$ cat src/rtl/utu_pkg.sv
// utu_pkg: shared types, constants and the utf-8 encoder function
// for the utf16 to utf8 transcoder; no dependencies
`timescale 1ns / 1ps

package utu_pkg;

  localparam int unsigned CountW     = 13;
  localparam int unsigned UnitW      = 16;
  localparam int unsigned HardLimit  = 4096;
  localparam int unsigned CountMax   = 8191;
  localparam int unsigned QueueDepth = 2;
  localparam int unsigned MaxBytes   = 4;
  localparam int unsigned NbW        = 3;

  // register byte offsets
  localparam logic [2:0] AddrMaxUnits = 3'd0;

  typedef enum logic [1:0] {
    STATUS_OK       = 2'd0,
    STATUS_INVALID  = 2'd1,
    STATUS_TOO_LONG = 2'd2
  } status_e;

  typedef struct packed {
    logic [MaxBytes-1:0][7:0] bytes;
    logic [NbW-1:0]           nb;
  } enc_t;

  // one queue entry: the bytes of one code point and the string close
  typedef struct packed {
    logic [MaxBytes-1:0][7:0] bytes;
    logic [NbW-1:0]           nb;
    logic                     str_end;
    status_e                  status;
  } cmd_t;

  function automatic enc_t utf8_encode(input logic [20:0] cp);
    enc_t e;
    e = '0;
    if (cp <= 21'h7F) begin
      e.bytes[0] = cp[7:0];
      e.nb       = NbW'(1);
    end else if (cp <= 21'h7FF) begin
      e.bytes[0] = {3'b110, cp[10:6]};
      e.bytes[1] = {2'b10, cp[5:0]};
      e.nb       = NbW'(2);
    end else if (cp <= 21'hFFFF) begin
      e.bytes[0] = {4'b1110, cp[15:12]};
      e.bytes[1] = {2'b10, cp[11:6]};
      e.bytes[2] = {2'b10, cp[5:0]};
      e.nb       = NbW'(3);
    end else begin
      e.bytes[0] = {5'b11110, cp[20:18]};
      e.bytes[1] = {2'b10, cp[17:12]};
      e.bytes[2] = {2'b10, cp[11:6]};
      e.bytes[3] = {2'b10, cp[5:0]};
      e.nb       = NbW'(4);
    end
    return e;
  endfunction

endpackage

$ cat src/rtl/utu_front.sv
// utu_front: accepts code units, tracks surrogates, length and errors,
// and pushes byte/close commands; depends on utu_pkg
`timescale 1ns / 1ps

module utu_front (
  input  logic                           clk_i,
  input  logic                           rst_ni,
  input  logic [utu_pkg::CountW-1:0]     max_units_i,
  input  logic [utu_pkg::UnitW-1:0]      code_unit_i,
  input  logic                           string_end_i,
  input  logic                           in_valid_i,
  output logic                           in_ready_o,
  input  logic                           q_full_i,
  output logic                           q_push_o,
  output utu_pkg::cmd_t                  q_cmd_o
);

  logic [9:0]                   pend_high_q, pend_high_d;
  logic                         pend_valid_q, pend_valid_d;
  logic [utu_pkg::CountW-1:0]   count_q, count_d, count_inc, limit;
  utu_pkg::status_e             err_q, err_d, err_len;
  logic                         is_high, is_low, use_enc, accept;
  logic [20:0]                  cp;
  utu_pkg::enc_t                enc;

  assign in_ready_o = !q_full_i;
  assign accept     = in_valid_i && !q_full_i;

  assign limit = (max_units_i > utu_pkg::CountW'(utu_pkg::HardLimit)) ?
                 utu_pkg::CountW'(utu_pkg::HardLimit) : max_units_i;
  assign count_inc = (count_q != utu_pkg::CountW'(utu_pkg::CountMax)) ?
                     count_q + utu_pkg::CountW'(1) : count_q;
  assign err_len = (count_inc > limit) ? utu_pkg::STATUS_TOO_LONG : err_q;

  assign is_high = (code_unit_i[15:10] == 6'b110110);
  assign is_low  = (code_unit_i[15:10] == 6'b110111);

  // surrogate pair joins into a supplementary code point
  assign cp  = pend_valid_q ? 21'h10000 + {1'b0, pend_high_q, code_unit_i[9:0]}
                            : {5'd0, code_unit_i};
  assign enc = utu_pkg::utf8_encode(cp);

  always_comb begin
    pend_high_d  = pend_high_q;
    pend_valid_d = pend_valid_q;
    err_d        = err_len;
    use_enc      = 1'b0;
    if (err_len != utu_pkg::STATUS_OK) begin
      pend_valid_d = 1'b0;
    end else if (pend_valid_q) begin
      pend_valid_d = 1'b0;
      if (is_low) begin
        use_enc = 1'b1;
      end else begin
        err_d = utu_pkg::STATUS_INVALID;
      end
    end else if (is_high) begin
      if (string_end_i) begin
        err_d = utu_pkg::STATUS_INVALID;
      end else begin
        pend_high_d  = code_unit_i[9:0];
        pend_valid_d = 1'b1;
      end
    end else if (is_low || code_unit_i == '0) begin
      err_d = utu_pkg::STATUS_INVALID;
    end else begin
      use_enc = 1'b1;
    end
    count_d = count_inc;
    // string close clears the per-string state
    if (string_end_i) begin
      pend_valid_d = 1'b0;
      pend_high_d  = '0;
      count_d      = '0;
    end
  end

  always_comb begin
    q_cmd_o.bytes   = enc.bytes;
    q_cmd_o.nb      = use_enc ? enc.nb : '0;
    q_cmd_o.str_end = string_end_i;
    q_cmd_o.status  = err_d;
  end

  assign q_push_o = accept && (use_enc || string_end_i);

  always_ff @(posedge clk_i or negedge rst_ni) begin
    if (!rst_ni) begin
      pend_high_q  <= '0;
      pend_valid_q <= 1'b0;
      count_q      <= '0;
      err_q        <= utu_pkg::STATUS_OK;
    end else if (accept) begin
      pend_high_q  <= pend_high_d;
      pend_valid_q <= pend_valid_d;
      count_q      <= count_d;
      err_q        <= string_end_i ? utu_pkg::STATUS_OK : err_d;
    end
  end

endmodule

$ cat src/rtl/utu_queue.sv
// utu_queue: small command fifo between front and back end
// depends on utu_pkg
`timescale 1ns / 1ps

module utu_queue #(
  parameter int unsigned Depth = utu_pkg::QueueDepth
) (
  input  logic          clk_i,
  input  logic          rst_ni,
  input  logic          push_i,
  input  utu_pkg::cmd_t cmd_i,
  output logic          full_o,
  input  logic          pop_i,
  output logic          empty_o,
  output utu_pkg::cmd_t cmd_o
);

  localparam int unsigned PtrW = (Depth > 1) ? $clog2(Depth) : 1;
  localparam int unsigned CntW = $clog2(Depth + 1);

  utu_pkg::cmd_t   mem_q [Depth];
  logic [PtrW-1:0] wr_ptr_q, rd_ptr_q;
  logic [CntW-1:0] cnt_q;
  logic            do_push, do_pop;

  assign full_o  = (cnt_q == CntW'(Depth));
  assign empty_o = (cnt_q == '0);
  assign do_push = push_i && !full_o;
  assign do_pop  = pop_i && !empty_o;
  assign cmd_o   = mem_q[rd_ptr_q];

  always_ff @(posedge clk_i) begin
    if (do_push) begin
      mem_q[wr_ptr_q] <= cmd_i;
    end
  end

  always_ff @(posedge clk_i or negedge rst_ni) begin
    if (!rst_ni) begin
      wr_ptr_q <= '0;
      rd_ptr_q <= '0;
      cnt_q    <= '0;
    end else begin
      if (do_push) begin
        wr_ptr_q <= (wr_ptr_q == PtrW'(Depth - 1)) ? '0 : wr_ptr_q + PtrW'(1);
      end
      if (do_pop) begin
        rd_ptr_q <= (rd_ptr_q == PtrW'(Depth - 1)) ? '0 : rd_ptr_q + PtrW'(1);
      end
      case ({do_push, do_pop})
        2'b10:   cnt_q <= cnt_q + CntW'(1);
        2'b01:   cnt_q <= cnt_q - CntW'(1);
        default: cnt_q <= cnt_q;
      endcase
    end
  end

endmodule

$ cat src/rtl/utu_back.sv
// utu_back: walks each command one result per cycle into the output register,
// unless out_ready_i stalls it; depends on utu_pkg
`timescale 1ns / 1ps

module utu_back (
  input  logic          clk_i,
  input  logic          rst_ni,
  input  logic          q_empty_i,
  input  utu_pkg::cmd_t q_cmd_i,
  output logic          q_pop_o,
  output logic [7:0]    data_byte_o,
  output logic          has_byte_o,
  output logic          run_last_o,
  output logic          string_done_o,
  output logic [1:0]    string_status_o,
  output logic          out_valid_o,
  input  logic          out_ready_i
);

  logic [utu_pkg::NbW-1:0] idx_q;
  logic                    valid_q, load, is_byte, last_byte;
  logic [7:0]              byte_q;
  logic                    has_q, last_q, done_q;
  utu_pkg::status_e        status_q;

  assign load      = !q_empty_i && (!valid_q || out_ready_i);
  assign is_byte   = (idx_q < q_cmd_i.nb);
  assign last_byte = (idx_q == q_cmd_i.nb - utu_pkg::NbW'(1));
  // entry is done after its last byte, or after the status when it closes a string
  assign q_pop_o   = load && (is_byte ? (last_byte && !q_cmd_i.str_end) : 1'b1);

  always_ff @(posedge clk_i or negedge rst_ni) begin
    if (!rst_ni) begin
      valid_q <= 1'b0;
      idx_q   <= '0;
    end else begin
      if (load) begin
        valid_q <= 1'b1;
        idx_q   <= q_pop_o ? '0 : idx_q + utu_pkg::NbW'(1);
      end else if (out_ready_i) begin
        valid_q <= 1'b0;
      end
    end
  end

  always_ff @(posedge clk_i) begin
    if (load) begin
      if (is_byte) begin
        byte_q   <= q_cmd_i.bytes[idx_q[1:0]];
        has_q    <= 1'b1;
        last_q   <= last_byte && !q_cmd_i.str_end;
        done_q   <= 1'b0;
        status_q <= utu_pkg::STATUS_OK;
      end else begin
        byte_q   <= '0;
        has_q    <= 1'b0;
        last_q   <= 1'b1;
        done_q   <= 1'b1;
        status_q <= q_cmd_i.status;
      end
    end
  end

  assign out_valid_o     = valid_q;
  assign data_byte_o     = byte_q;
  assign has_byte_o      = has_q;
  assign run_last_o      = last_q;
  assign string_done_o   = done_q;
  assign string_status_o = status_q;

endmodule

$ cat src/rtl/utf16_to_utf8_transcoder.sv
// utf16_to_utf8_transcoder: top level, config register, front end, queue, back end
// depends on utu_pkg, utu_front, utu_queue, utu_back
//
// channel  | handshake             | payload
// ---------+-----------------------+------------------------------------------
// input    | in_valid_i/in_ready_o | code_unit_i, string_end_i
// output   | out_valid_o/out_ready_i | data_byte_o, has_byte_o, run_last_o,
//          |                       | string_done_o, string_status_o
// config   | psel/penable/pwrite   | paddr, pwdata, prdata (max_units at 0x0)
//
// the front end takes one code unit per cycle while the command queue has room
// the back end sends one result per cycle unless out_ready_i stalls it, so each
// unit gives the utf-8 bytes it completes, plus a status when it closes a string
// a result passes through the queue memory and then the output register
// reset clears string state and sets max_units to 4096; either side may stall
`timescale 1ns / 1ps

module utf16_to_utf8_transcoder #(
  parameter int unsigned QueueDepth = utu_pkg::QueueDepth
) (
  input  logic        clk_i,
  input  logic        rst_ni,
  input  logic        psel,
  input  logic        penable,
  input  logic        pwrite,
  input  logic [2:0]  paddr,
  input  logic [31:0] pwdata,
  output logic [31:0] prdata,
  output logic        pready,
  input  logic [15:0] code_unit_i,
  input  logic        string_end_i,
  input  logic        in_valid_i,
  output logic        in_ready_o,
  output logic [7:0]  data_byte_o,
  output logic        has_byte_o,
  output logic        run_last_o,
  output logic        string_done_o,
  output logic [1:0]  string_status_o,
  output logic        out_valid_o,
  input  logic        out_ready_i
);

  logic [utu_pkg::CountW-1:0] max_units_q;
  logic                       q_full, q_empty, q_push, q_pop, sel_max;
  utu_pkg::cmd_t              push_cmd, head_cmd;

  assign pready  = 1'b1;
  assign sel_max = (paddr[2] == utu_pkg::AddrMaxUnits[2]);
  assign prdata  = sel_max ? {{(32 - utu_pkg::CountW){1'b0}}, max_units_q} : '0;

  always_ff @(posedge clk_i or negedge rst_ni) begin
    if (!rst_ni) begin
      max_units_q <= utu_pkg::CountW'(utu_pkg::HardLimit);
    end else if (psel && penable && pwrite && sel_max) begin
      max_units_q <= pwdata[utu_pkg::CountW-1:0];
    end
  end

  utu_front u_front (
    .clk_i        (clk_i),
    .rst_ni       (rst_ni),
    .max_units_i  (max_units_q),
    .code_unit_i  (code_unit_i),
    .string_end_i (string_end_i),
    .in_valid_i   (in_valid_i),
    .in_ready_o   (in_ready_o),
    .q_full_i     (q_full),
    .q_push_o     (q_push),
    .q_cmd_o      (push_cmd)
  );

  utu_queue #(
    .Depth (QueueDepth)
  ) u_queue (
    .clk_i   (clk_i),
    .rst_ni  (rst_ni),
    .push_i  (q_push),
    .cmd_i   (push_cmd),
    .full_o  (q_full),
    .pop_i   (q_pop),
    .empty_o (q_empty),
    .cmd_o   (head_cmd)
  );

  utu_back u_back (
    .clk_i           (clk_i),
    .rst_ni          (rst_ni),
    .q_empty_i       (q_empty),
    .q_cmd_i         (head_cmd),
    .q_pop_o         (q_pop),
    .data_byte_o     (data_byte_o),
    .has_byte_o      (has_byte_o),
    .run_last_o      (run_last_o),
    .string_done_o   (string_done_o),
    .string_status_o (string_status_o),
    .out_valid_o     (out_valid_o),
    .out_ready_i     (out_ready_i)
  );

endmodule
$ cat config.mk
export PLATFORM = sky130hd
export DESIGN_NAME = utf16_to_utf8_transcoder
export DESIGN_NICKNAME = d
export VERILOG_FILES = /design/src/rtl/utu_pkg.sv /design/src/rtl/utu_front.sv /design/src/rtl/utu_queue.sv /design/src/rtl/utu_back.sv /design/src/rtl/utf16_to_utf8_transcoder.sv
export SDC_FILE = /design/constraint.sdc
export NUM_CORES = 1
export LEC_CHECK = 0
export ABC_AREA = 1
export BUFFER_PORTS_ARGS = -buffer_cell sky130_fd_sc_hd__buf_2
export CAP_MARGIN = 10
export CORE_MARGIN = 5
export CORE_UTILIZATION = 55
export CTS_CLUSTER_DIAMETER = 30
export DETAILED_ROUTE_END_ITERATION = 7
export HOLD_SLACK_MARGIN = 0.03
export PLACE_DENSITY_LB_ADDON = 0.05
export SYNTH_ARGS = -nofsm -noshare
export SYNTH_HDL_FRONTEND = slang
export SYNTH_SLANG_ARGS = --single-unit
$ cat constraint.sdc
create_clock -name clk_i -period 6.3 [get_ports clk_i]
set_input_delay 1.26 -clock clk_i [delete_from_list [all_inputs] [get_ports clk_i]]
set_output_delay 1.26 -clock clk_i [all_outputs]
set_load 0.01 [all_outputs]
## Yosys cells after proc, flatten, opt, wreduce, memory -nomap -nowiden

Memories as Yosys holds them, arrays and structs flattened.
Index checks and enable logic that the tools add are counted.

| operators by class | value |
|---|---|
| $add $sub $neg | 8 |
| magnitude comparators | 7 |
| equality and inequality tests | 9 |
| mux-type cells | 46 |
| bitwise operators | 1 |
| reduce and logical (&&, ||, !) cells | 24 |

Operator list:

| operator | count |
|---|---|
| $mux 13 | 4 |
| $mux 10 | 4 |
| $mux 25 | 1 |
| $mux 24 | 1 |
| $add 17x20->21 const A | 1 |
| $le 21x11->1 const B | 1 |
| $le 21x16->1 const B | 1 |
| $le 21x7->1 const B | 1 |
| $mux 21 | 1 |
| $mux 19 | 1 |
| $mux 1 | 18 |
| $bmux 8 s2 | 1 |
| $logic_not 16->1 | 1 |
| $mux 16 | 1 |
| $mux 2 | 8 |
| $mux 8 | 2 |
| $add 13x1->13 const B | 1 |
| $gt 13x13->1 | 1 |
| $gt 13x13->1 const B | 1 |
| $ne 13x13->1 const B | 1 |
| $eq 6x6->1 const B | 2 |
| $mux 11 | 1 |
| $logic_and 1x1->1 | 10 |
| $reduce_bool 2->1 | 4 |
| 18 further kinds | 27 |

| word-level totals | value |
|---|---|
| bits in registers | 60 |
| bits in writable memories | 76 |
| bits of input ports | 59 |
| output and inout bits | 48 |
| logic and storage cells | 111 |
| memories kept | 1 |

Memory list:

| memory | depth | width | rd ports | clocked after Yosys merged registers in | wr ports | RTL line | text |
|---|---|---|---|---|---|---|---|
| u_queue.mem_q | 2 | 38 | 1 | 0 | 1 | utu_queue.sv:21 | `utu_pkg::cmd_t mem_q [Depth];` |

## Logic depth before layout (Yosys ltp)

| logic depth | value |
|---|---|
| depth after elaboration | 11 |
| depth in mapped cells | 25 |
| gate-level depth less buffers | 25 |

## Modules after synthesis

From an unflattened synthesis, not the netlist that was laid out.

| second synthesis, totals | value |
|---|---|
| cell total of the unflattened synthesis | 853 |
| area total of the unflattened synthesis | 7252.0 um^2 |

By module, submodules not included:

| module | instances | cells each | area an instance (um^2) | sequential area each (um^2) |
|---|---|---|---|---|
| utu_queue | 1 | 231 | 2987.9 | 2382.3 |
| utu_front | 1 | 386 | 2394.8 | 650.6 |
| utu_back | 1 | 127 | 1067.3 | 490.5 |
| utf16_to_utf8_transcoder | 1 | 109 | 802.0 | 326.6 |

## Least setup slack after synthesis

Ideal clock, no wire load.

| path | value |
|---|---|
| path type | register -> register |
| start | register u_front.count_q[0] (netlist name) |
| end | memory u_queue.mem_q[1][0] (netlist name) (enable) |
| setup time | 0.427 ns |
| data arrival time | 3.975 ns |
| required time | 5.873 ns |
| path slack | 1.898 ns |
| cell stages (with the launch flop) | 22 |
| buffers on the path | 0 |
| period minus slack after synthesis | 4.402 ns |
| cell sequence | dfrtp_1 ha_1 nand2_1 nor2_1 nand2_1 inv_1 nand3b_1 nand3_1 nor2_1 xor2_1 ha_1 nand2_1 inv_1 nand2_1 nand2_1 a21oi_1 nand2_1 nand2_1 nand4_1 nand2_1 nand2_1 nor2_1 |

| on the way | value |
|---|---|
| word-level cells in the longest chain between the ends | 11 |
| elaborated cells on any way between the ends | 12 |
| those cells by class | add/sub (1); order compare (1); eq/ne (1); mux (5); reduce/logical (4) |

RTL lines:

| item | RTL line | text |
|---|---|---|
| from (decl) | utu_front.sv:20 | `logic [utu_pkg::CountW-1:0] count_q, count_d, count_inc, limit;` |
| from (signal assigned) | utu_front.sv:96 | `count_q <= count_d;` |
| $add 13x1->13 / $ne 13x13->1 (equally long branches) | utu_front.sv:32, utu_front.sv:31 |  |
| $mux 13 (*) | utu_front.sv:31 | `assign count_inc = (count_q != utu_pkg::CountW'(utu_pkg::CountMax)) ?` |
| $gt 13x13->1 (*) | utu_front.sv:33 | `assign err_len = (count_inc > limit) ? utu_pkg::STATUS_TOO_LONG : err_q;` |
| $mux 2 (*) | utu_front.sv:33 |  |
| $reduce_bool 2->1 (*) | utu_front.sv:48 | `if (err_len != utu_pkg::STATUS_OK) begin` |
| $mux 1 (*) | utu_front.sv:48 |  |
| $logic_or 1x1->1 (*) | utu_front.sv:85 | `assign q_push_o = accept && (use_enc \|\| string_end_i);` |
| $logic_and 1x1->1 (*) | utu_front.sv:85 |  |
| $logic_and 1x1->1 (*) | utu_queue.sv:28 | `assign do_push = push_i && !full_o;` |
| $mux 1 (*) | utu_queue.sv:33 | `if (do_push) begin` |
| $mux 1 (implied by the code) (*) | utu_queue.sv:34 | `mem_q[wr_ptr_q] <= cmd_i;` |
| to (decl) | utu_queue.sv:21 |  |

Every way passes the cells marked *; elsewhere a longest branch is shown, timed or not.

## Worst setup path after layout

| path | value |
|---|---|
| start | register u_front.count_q[1] (netlist name) |
| end | memory u_queue.mem_q[1][34] (netlist name) (enable) |

The elaborated chain is that of the path after synthesis.

==> flow_summary_export.csv <==
group,metric,value,unit
status,status,"finished, final reports clean",
drt,dr.pass1.iters,5,
sta,finClkSkew,17.4,ps
cts,hold_buffers,0,
flow_run,cap_violations,0,
yosys,synth-async-reset-ratio,36.2,%
drt,wirelength,14600,um
cts,cts_resized,0,
drt,avgViaCountPerCell,5.33,
cells_and_area,fin_nets,881,
yosys,syn_area,6670,sq um
pwr,power_frac_seq,39.4,%
critical_path,endpoint_kind,"flop",
floorplanning,die_x,120,um
yosys,synth_area_leaders,"edfxtp_1 (37%), dfrtp_1 (17%), nand2_1 (7.6%)",
cells_and_area,multiInputGateArea,2510,sq um
drt,wl_per_cell,15.2,um
critical_path,path_common_cell,"nand2_1",
pwr,cellPowerDensity,419,nW/um^2
cts,cts_tree,"built",
cts,cts_root_buffer,"clkbuf_16",
yosys,ys_seq_area_share,55.0,%
placed_design,place_congestion,0.820,
pwr,power.leakage,3.41,nW
cells_and_area,nFillCells,971,
cts,clkSinkCount,130,
pwr,switchingPower,1.09,mW
yosys,synthFlopType,"edfxtp_1",
critical_path,cp_slowest_cell,"buf_4",
grt,grt_pass1_vias,4944,
grt,grt_start_max_net_pins,48,
yosys,netlist.area_leader.share,37.4,%
sta,fin_ws,2300,ps
sta,timing.final.crit_share,63.4,%
cts,path_clk_slew,60,ps
drt,route.detailed.drc,0,
pwr,ir_drop,0.177,mV
cts,cts_setup_buffers,0,
yosys,yosysTopAreaCell,"edfxtp_1",
cts,h-tree-depth,4,
pwr,p_int,2.12,mW
sta,worst_pin_slew,951,ps
floorplanning,pin_count,107,
cells_and_area,antenna_cells,0,
placed_design,dpl.cell_count,929,
cells_and_area,final_cell_area,7650,sq um
critical_path,cpPeakStageDelay,410,ps
sta,finalMaxSlewViolations,0,
grt,grt_pass1_wl,24000,um
pwr,p_comb_share,30.2,%
pwr,netSwitchingFraction,34.0,%
sta,finalWorstPathRequiredPeriod,4000,ps
cells_and_area,layout_commonest_cell,"nand2_1",
cts,clock_latency,420,ps
critical_path,crit_chain,"ha_1 -> nand2_1 -> nor2_1 -> nand2_1 -> inv_1 -> nand3b_1 -> nand3_1 -> nor2_1 -> xor2_1 -> ha_1 -> nand2_1 -> inv_1 -> nand2_1 -> nand2_1 -> a21oi_1 -> nand2_1 -> nand2_1 -> nand4_1 -> nand2_1 -> nand2_1 -> nor2_2 -> buf_4",
floorplanning,dieArea,14400,sq um
floorplanning,core_area,12000,sq um
floorplanning,die_h,120,um
pwr,power.share.clock,30.4,%
cells_and_area,register_area,3670,sq um
pwr,power,3.21,mW
placed_design,dpl_cell_area,7060,sq um
grt,overflow,0,
critical_path,startpoint_type,"flop",
yosys,postSynthAreaPerCell,9.08,sq um
cts,cts_buffers,17,
min_path,hp-class,"reg2reg",
sta,rsz0062_at_grt,"no",
yosys,ys_ff_latch,130,
yosys,synth_warnings,0,
floorplanning,start_util,55.8,%
cells_and_area,drive_above_1_share,15.0,%
drt,dr_total_vias,5121,
cells_and_area,area_delta_synth_final,14.6,%
sta,hold_viol_final,0,
critical_path,setup.reg_to_reg.worst_slack,2300,ps
critical_path,path_class,"reg2reg",
sta,final.setup.tns,0,ps
yosys,synth_edf_count,83,
cts,cts_buffer_depth,2,
cells_and_area,final_cell_mix,"nand2_1 (135), nor2_1 (110), edfxtp_1 (83)",
grt,antenna_found_initial,0,
sta,finalSetupViolations,0,
drt,ant_nets,0,
cells_and_area,final_util,63.9,%
placed_design,dpl.hpwl,10100,um
critical_path,crit_required,6350,ps
floorplanning,num_rows,40,
yosys,ys_types,42,
placed_design,port_buffers,65,
critical_path,path_max_fanout,35,
sta,timing.fmax,250,MHz
drt,drt-initial-drc-count,394,
yosys,synth_cells,735,
critical_path,worstPathArrival,4050,ps
sta,hold_ws,474,ps
sta,slew_headroom,36.6,%
cells_and_area,fin_cells,961,
placed_design,dp_slack,2310,ps
grt,grt_use_total,21.1,%
Yosys cell counts (3+ instances only):
master and instances:
inv_1 81, nand4_1 8, a21oi_1 31, o21ai_0 62
dfrtp_1 46, xnor2_1 3, edfxtp_1 83, or2_2 3
o22ai_1 17, nor2_1 111, buf_2 3, o21ai_2 5
nand3_1 33, o21ai_1 6, nor3_1 7, clkbuf_1 15
buf_4 22, ha_1 21, nand2_1 135, xor2_1 9
a31oi_1 8
worst max-delay path, delay by kind of cell, from the launching register on:
kind,cells,cell delay (ps)
xor+xnor,1,250
buf+inv,3,540
simple gates,15,1830
flops,1,400
compound gates,1,120
fa+ha+maj,2,490
logic make-up after synthesis:
family	count (synthesis)	synth area share, %
adders and majority gates	21	3.94
other	2	0.113
buffers and inverters	127	8.48
muxes	2	0.300
AOI/OAI and AO/OA	134	11.0
DFF	130	55.0
xor gates and xnor gates	12	1.58
and+or+nand+nor	307	19.6
final cells by class:
class / count / area share (%)
Inverter: 85 / 4.20
Multi-Input combinational cell: 496 / 32.8
Tap cell: 147 / 2.41
Clock buffer: 17 / 5.56
Sequential cell: 130 / 48.0
Timing Repair Buffer: 71 / 4.84
Clock inverter: 15 / 2.18
power groups by stage:
stage	logic [mW]	registers, mW	clock network [mW]
final	0.970	1.26	0.974
after global routing	1.11	1.28	1.03
after floorplan	0.662	1.28	0
after global placement	0.949	1.27	0
after CTS	0.978	1.27	0.986
after detailed placement	0.975	1.28	0
state kept, by name, summed over array words and instances, names as in the netlist:
signal	count
max_units_q	13
u_back.data_byte_o	8
u_back.has_byte_o	1
u_back.idx_q	3
u_back.out_valid_o	1
u_back.run_last_o	1
u_back.string_done_o	1
u_back.string_status_o	2
u_front.count_q	13
u_front.err_q	2
u_front.pend_high_q	10
u_front.pend_valid_q	1
u_queue.cnt_q	2
u_queue.mem_q	70
u_queue.rd_ptr_q	1
u_queue.wr_ptr_q	1
final timing paths:
| check | from | endpoint | cells past startpoint |
|---|---|---|---|
| hold reg to reg | u_front.pend_high_q[4] | u_front.pend_high_q[4] | 2 |
| hold / removal | u_front.pend_high_q[4] | u_front.pend_high_q[4] | 2 |
| setup reg to reg | u_front.count_q[1] | u_queue.mem_q[1][34] | 22 |
| min in group asynchronous | rst_ni | u_back.idx_q[0] | 2 |
| max in group asynchronous | rst_ni | max_units_q[9] | 2 |
| setup / recovery | u_front.count_q[1] | u_queue.mem_q[1][34] | 22 |
metal layers:
layer	up-vias	share of wire, %	routed length [um]	global-route usage, %
met2	170	45	6610	32.1
met4	0	0.99	145	5.94
met1	2387	47	6860	29.6
met5	-	0	0	0
met3	11	6.7	984	5.94
li1	2553	-	-	-
No activity file was read; power rests on OpenSTA's default activity.
